**src/indexed_ring_deque_defines.svh**
```systemverilog
// Assertion macros for the indexed ring deque.
// Needs signals named clk and rst_n in the including module's scope.
`ifndef INDEXED_RING_DEQUE_DEFINES_SVH
`define INDEXED_RING_DEQUE_DEFINES_SVH
`ifndef SYNTHESIS
`define IRDQ_ASSERT(lbl, cond) \
  lbl: assert property (@(posedge clk) disable iff (!rst_n) (cond)) \
    else $error("assertion failed");
`define IRDQ_ASSERT_NEXT(lbl, pre, post) \
  lbl: assert property (@(posedge clk) disable iff (!rst_n) (pre) |=> (post)) \
    else $error("assertion failed");
`else
`define IRDQ_ASSERT(lbl, cond)
`define IRDQ_ASSERT_NEXT(lbl, pre, post)
`endif
`endif

```
**src/irdq_pkg.sv**
```systemverilog
// Shared types and codes for the indexed ring deque.
// No dependencies.
package irdq_pkg;

  localparam int IDX_W = 13;

  typedef enum logic [2:0] {
    FN_GET    = 3'd0,
    FN_PUT    = 3'd1,
    FN_INSERT = 3'd2,
    FN_REMOVE = 3'd3,
    FN_ROTATE = 3'd4
  } func_t;

  typedef enum logic [1:0] {
    ST_OK    = 2'd0,
    ST_RANGE = 2'd1,
    ST_FULL  = 2'd2,
    ST_EMPTY = 2'd3
  } status_t;

  typedef enum logic [2:0] {
    CMD_NONE,
    CMD_PUT,
    CMD_INS_FRONT,
    CMD_INS,
    CMD_REM
  } cmd_kind_t;

  typedef struct packed {
    cmd_kind_t          kind;
    logic [IDX_W-1:0]   sel;
    logic [IDX_W-1:0]   origin;
    logic [IDX_W-1:0]   n;
  } cell_cmd_t;

endpackage

```
**src/irdq_cell.sv**
```systemverilog
// One storage cell of the ring: holds the word of one physical slot.
// Depends on irdq_pkg for the broadcast command.
module irdq_cell #(
  parameter int DEPTH     = 256,
  parameter int WORD_BITS = 32,
  parameter int SLOT      = 0
) (
  input  logic                   clk,
  input  irdq_pkg::cell_cmd_t    cmd,
  input  logic [WORD_BITS-1:0]   data_in,
  input  logic [WORD_BITS-1:0]   prev_word,
  input  logic [WORD_BITS-1:0]   next_word,
  output logic [WORD_BITS-1:0]   word,
  output logic [WORD_BITS-1:0]   rd_word
);

  localparam logic [irdq_pkg::IDX_W-1:0] SLOT_V  = irdq_pkg::IDX_W'(SLOT);
  localparam logic [irdq_pkg::IDX_W-1:0] DEPTH_V = irdq_pkg::IDX_W'(DEPTH);

  logic [WORD_BITS-1:0]          word_r, word_nxt;
  logic [irdq_pkg::IDX_W-1:0]    li;
  logic                          hit;

  // logical index of this slot relative to the origin
  assign li  = (SLOT_V >= cmd.origin) ? (SLOT_V - cmd.origin)
                                      : (SLOT_V + DEPTH_V - cmd.origin);
  assign hit = (li == cmd.sel);

  always_comb begin
    word_nxt = word_r;
    case (cmd.kind)
      irdq_pkg::CMD_PUT: begin
        if (hit) word_nxt = data_in;
      end
      irdq_pkg::CMD_INS_FRONT: begin
        if (li == DEPTH_V - 1'b1) word_nxt = data_in;
      end
      irdq_pkg::CMD_INS: begin
        if (hit) word_nxt = data_in;
        else if (li > cmd.sel && li <= cmd.n) word_nxt = prev_word;
      end
      irdq_pkg::CMD_REM: begin
        if (li >= cmd.sel && (li + 1'b1) < cmd.n) word_nxt = next_word;
      end
      default: word_nxt = word_r;
    endcase
  end

  always_ff @(posedge clk) begin
    word_r <= word_nxt;
  end

  assign word    = word_r;
  assign rd_word = hit ? word_r : '0;

endmodule

```
**config.mk**
```make
export PLATFORM = sky130hd
export DESIGN_NAME = irdq_cell
export DESIGN_NICKNAME = d
export VERILOG_FILES = /design/src/indexed_ring_deque_defines.svh /design/src/irdq_pkg.sv /design/src/irdq_cell.sv
export SDC_FILE = /design/constraint.sdc
export NUM_CORES = 1
export LEC_CHECK = 0
export BUFFER_PORTS_ARGS = -buffer_cell sky130_fd_sc_hd__buf_4
export CORE_MARGIN = 2
export CORE_UTILIZATION = 30
export CTS_CLUSTER_SIZE = 40
export DETAILED_ROUTE_END_ITERATION = 7
export PLACE_DENSITY_LB_ADDON = 0.25
export RECOVER_POWER = 100
export REMOVE_ABC_BUFFERS = 1
export SLEW_MARGIN = 20
export SYNTH_ARGS = -nofsm -noshare
export SYNTH_HDL_FRONTEND = slang
export SYNTH_SLANG_ARGS = --single-unit
export TNS_END_PERCENT = 10
```
**constraint.sdc**
```tcl
create_clock -name clk -period 6.3 [get_ports clk]
set_input_delay 0.63 -clock clk [delete_from_list [all_inputs] [get_ports clk]]
set_output_delay 0.63 -clock clk [all_outputs]
set_load 0.03 [all_outputs]
```
==> results of run 1 <==
==> report_power, final <==
group,switching [mW],internal (mW)
combinational,0.160,0.119
sequential,0.0113,0.264
clock,0.0741,0.117
==> cell type report <==
| type | instances | area share (%) |
|---|---|---|
| multi-input combinational | 317 | 44.2 |
| timing repair buffer | 207 | 27.9 |
| sequential | 32 | 19.4 |
| tap | 140 | 3.54 |
| inverter | 36 | 2.73 |
| clock buffer | 6 | 1.47 |
| clock inverter | 2 | 0.709 |
==> cells in the mapped netlist, drive strengths merged, types with 3 or more instances <==
master / instances
edfxtp: 32
mux2i: 8
nor3: 7
a211oi: 4
clkbuf: 19
a31oi: 4
inv: 36
or4: 4
ha: 41
a21o: 3
and2: 34
nand3: 7
nand4: 8
a22oi: 26
o21ai: 21
a21oi: 13
nand2: 64
xnor2: 12
nor2: 12
nor4: 6
or3: 6
xor2: 7
==> through the flow <==
step	power [mW]	area, um2
after floorplan	0.432	3280
after global placement	0.573	5020
after detailed placement	0.580	5020
after CTS	0.774	5130
after global routing	0.789	4940
final	0.745	4940
==> layer usage <==
layer | track usage [%] | vias up | share of wire [%]
li1 | - | 1847 | -
met1 | 21.6 | 1670 | 39
met2 | 33.1 | 141 | 53
met3 | 4.45 | 10 | 7.0
met4 | 4.25 | 0 | 1.6
met5 | 0 | - | 0
==> cell usage in the layout, fill, tap and decap left out, types with 4 or more instances in the layout <==
| master | count |
|---|---|
| a21oi_1 | 13 |
| nor4_1 | 6 |
| nor3_1 | 7 |
| clkbuf_1 | 47 |
| o21ai_0 | 21 |
| or3_1 | 5 |
| xor2_1 | 7 |
| nand4_1 | 8 |
| nand3_1 | 7 |
| nand2_1 | 64 |
| nor2_1 | 12 |
| buf_4 | 160 |
| a22oi_1 | 25 |
| inv_1 | 36 |
| edfxtp_1 | 32 |
| xnor2_1 | 12 |
| or4_1 | 4 |
| and2_0 | 19 |
| and2_1 | 15 |
| clkbuf_8 | 5 |
| a31oi_1 | 4 |
| ha_1 | 41 |
| mux2i_1 | 8 |
==> final timing paths <==
path,cells after the start,endpoint,startpoint
worst min-delay path,3,word[27],data_in[27]
worst max-delay path,17,word[2],cmd[13]
==> kinds of logic (layout without fill, tap and decap cells) <==
logic type	count (synthesis)	in the layout	share of synthesized area, %
compound gates	86	86	17.3
buf+inv	57	251	6.40
xor+xnor	19	19	4.95
fa+ha+maj	41	41	15.3
simple gates	163	163	25.1
mux	8	8	2.38
flops	32	32	28.6
==> metrics.txt, run 1 <==
layout cell share with drive strength beyond 1=28.8%; Mean Syn Cell Area=approximately 8.3 um2; CP Data Arrival Time=4.95 ns; total CTS buffers=5; worst hold path type=in2reg; Mapped Area=0.00336 mm2; number of synthesized flops with an enable pin=32; All-Layer GR Usage=18.3%; run status=finished, final reports clean; Rows=38; Die ar.=0.0121 mm2; routed len/inst=between 15 and 20 um; dominant cell type by area after synthesis=edfxtp_1; area of the multi-input gates=0.00218 mm2; non-filler cells, final=740; filler instances=1124; Core ar.=between 0.01 and 0.015 mm2; Cells after Synth=between 400 and 500; vias in the first global route=about 3.5k; Critical Path Sink Type=flop; pre-CTS WS=1.40 ns; Static Leak=2.30 nW; CP Max Fanout=32; Final Hold Viols=0; area grow syn2layout=47.1%; Max Cap Viol=0; area fraction of the dominant cell type after synthesis=about 29%; kind of critical path=in2reg; fraction of registers with async set/reset=0%; CTS tree=built; CTS hold repair buffers=0; Nets=779; startpoint types=input pin; Main synth FF type=edfxtp_1; Post-DRT Antenna Nets=0; crit-path max cell delay=0.65 ns; CTS sink cnt=32; Syn. warnings=0; DRT iter0 DRCs=211; RSZ-0062 raised after global routing=no; Congestion Overflow GR=0; die width=~110 um; dpl hpwl=between 9 and 10 mm; Tightest Pin Transition=just over 0.8 ns; CTS Root Cell=clkbuf_8; Max Slew Vio Count=0; Max Buffers Root-to-Sink=2; Post-route DRC=0; Setup WS post-layout=roughly 1.3 ns; Seq. cell area=961 um2; Via-to-Cell Ratio=a little under 5; initial antenna violation count=0; max reg flops=32; # port buffers=202; H-tree Lvls=2; TNS Setup=0 ns; total I/O pin count=203; fmax=approximately 200 MHz; GP Congestion=approximately 0.9; die height=roughly 110 um; Synth Register Bits=32; Starting Density=30.9%; final WL=11.5 mm; Worst Path Required=~6.2 ns; router iterations before antenna repair=5; PostCTS Resize Cnt=0; n_diodes=0; slew margin rel.=between 40% and 50%; crit path buf inv count=3; register area share after synthesis=28.6%; Worst VDD drop=between 0.0001 and 0.00015 V; synth top area cells=edfxtp_1, ha_1, nand2_1; power density over cell area=151 mW/mm2; WHS=0.612 ns; placed instance count=roughly 730; DR vias=3668; first-pass GRT wire length=between 15 and 20 mm; delay-heaviest family, CP=simple AND/OR/NAND/NOR gates; CP cell instances=clkbuf_1 > inv_1 > ha_1 > xnor2_1 > and4_1 > nand4_1 > nor3b_1 > nand3_1 > xnor2_1 > ha_1 > and4_1 > o21ai_0 > a21oi_1 > o21ai_0 > a41oi_1 > a22oi_2 > clkbuf_2; largest net degree at the start of global routing=41; Final Cycle Share=80.1%; Min Clock Period, post-route=around 5.0 ns; Clock transition at path regs=~0.070 ns; Core Util, Final=45.4%; Post-CTS Setup Bufs=0; slowest CP cell=clkbuf_2; Final Setup Violations=0; post-synth cell types=48
(Power assumes the default switching activity.)
==> run 2, diff against run 1 <==
ABC_AREA = 1   (was default)
clock period = 4.4 ns   (was 6.3 ns; I/O delays follow)
==> metrics.txt, run 2 <==
area of the multi-input gates=0.00249 mm2; layout cell share with drive strength beyond 1=28.0%; CTS hold repair buffers=0; CTS tree=built; Static Leak=2.84 nW; Syn. warnings=0; startpoint types=input pin; DR vias=approximately 4.4k; CP Data Arrival Time=3.40 ns; GP Congestion=0.870; GR peak layer=met2; Seq. cell area=961 um2; DRT iter0 DRCs=272; routed len/inst=14.1 um; CTS sink cnt=32; Final Hold Viols=0; filler instances=1355; fraction of registers with async set/reset=0%; Post-route DRC=0; slew margin rel.=48.6%; number of synthesized flops with an enable pin=32; register area share after synthesis=24.6%; pre-CTS WS=0.505 ns; Clock transition at path regs=0.05 ns; max reg flops=32; final WL=13.5 mm; die height=118 um; router iterations before antenna repair=4; H-tree Lvls=2; Setup WS post-layout=roughly 0.56 ns; # port buffers=202; PostCTS Resize Cnt=0; post-synth cell types=34; Worst VDD drop=about 0.00013 V; most common cell after layout, fill and taps aside=buf_4; Final Cycle Share=87.2%; n_diodes=0; area grow syn2layout=44.4%; vias in the first global route=4122; total I/O pin count=between 200 and 250; WHS=0.447 ns; dpl hpwl=10.9 mm; commonest cells after routing, fill and taps aside=buf_4, nand2_1, inv_1, nor2_1, o21ai_0; Critical Path Sink Type=output pin; GRT met2 Usage=33.4%; met3 GRT Util=2.86%; dominant cell type by area after synthesis=edfxtp_1; Mapped Area=0.00390 mm2; die width=118 um; Cells after Synth=586; initial antenna violation count=0; Mean Syn Cell Area=between 6 and 7 um2; fmax=~260 MHz; Worst Path Required=3.96 ns; Rows=41; CTS Root Cell=clkbuf_16; top-count cell post-synth=nand2_1; first-pass GRT wire length=20.9 mm; Synth Register Bits=32; Post-DRT Antenna Nets=0; power density over cell area=231 mW/mm2; largest net degree at the start of global routing=65; kind of critical path=in2out; total CTS buffers=5; worst hold path type=in2reg; Die ar.=between 0.01 and 0.015 mm2; synth top area cells=edfxtp_1, ha_1, nand2_1; area fraction of the dominant cell type after synthesis=24.6%; Max Slew Vio Count=0; Starting Density=a little under a third; Post-CTS Setup Bufs=0; Min Clock Period, post-route=3.84 ns; run status=finished, final reports clean; Core ar.=0.0127 mm2; CP Max Fanout=64; All-Layer GR Usage=18.4%; met1 Use GR=roughly 23%; Congestion Overflow GR=0; most frequent cells after synthesis=nand2_1, inv_1, nor2_1; Nets=962; Tightest Pin Transition=0.770 ns; Final Setup Violations=0; Main synth FF type=edfxtp_1; Via-to-Cell Ratio=4.64; Max Buffers Root-to-Sink=2; Max Cap Viol=0; RSZ-0062 raised after global routing=no
## run 2: cell count changes in the layout (fill, tap and decap cells not counted), sizes merged, moves of 14 or more
cell    change
a22oi      -26
nand2      +68
o211ai     +22
o21ai      +24
buf        +14
and2       -32
inv        +63
a21oi      +15
clkbuf     -14
nor2       +84
## run 2: logic make-up after synthesis
family                     after synthesis  share of synthesized area (%)
AOI/OAI and AO/OA                      107                           15.9
DFF                                     32                           24.6
and+or+nand+nor                        277                           31.6
xor gates and xnor gates                11                           2.85
buffers and inverters                  118                           11.9
adders and majority gates               41                           13.1
## run 2: per-stage QoR
step	setup TNS, ns	instances	instance area (um2)	power [mW]	utilization (%)
after floorplan	-23.66	567	3810	0.714	-
after global placement	0	947	5610	0.953	44.2
after detailed placement	0	947	5610	0.955	44.2
after CTS	0	955	5770	1.35	45.6
after global routing	0	955	5640	1.38	44.5
final	0	955	5640	1.30	44.5
## run 2: metal layers
| layer | up-vias | share of wire (%) |
|---|---|---|
| li1 | 2316 | - |
| met3 | 11 | 6.3 |
| met2 | 150 | 50 |
| met1 | 1953 | 42 |
| met5 | - | 0 |
| met4 | 0 | 1.2 |
## run 2: final cells by class
cell class	count	share of cell area (%)
tap	172	3.82
clock inverter	3	0.754
inverter	99	6.63
clock buffer	5	2.22
sequential	32	17.0
multi-input combinational	436	44.1
timing repair buffer	208	25.5
## run 2: final timing paths
| kind | startpoint | to | cells past startpoint |
|---|---|---|---|
| max | cmd[13] | rd_word[14] | 18 |
| min | next_word[1] | word[1] | 3 |
## run 2: power breakdown
group          internal [mW]  switching (mW)
registers              0.393          0.0288
clock network          0.266           0.129
logic                  0.191           0.296
total                  0.850           0.454
## run 2: critical path: stages
cell and delay, ns:
buf_4 0.14, inv_2 0.11, ha_1 0.31, nand2_4 0.11
o21ai_0 0.33, nand3b_1 0.12, nand2_1 0.08, nand2_1 0.04
nand2_1 0.09, inv_1 0.09, ha_1 0.32, nand2_1 0.07
nor2_1 0.20, nand4_1 0.14, nor2_2 0.19, inv_4 0.23
nor2_1 0.17, buf_4 0.18
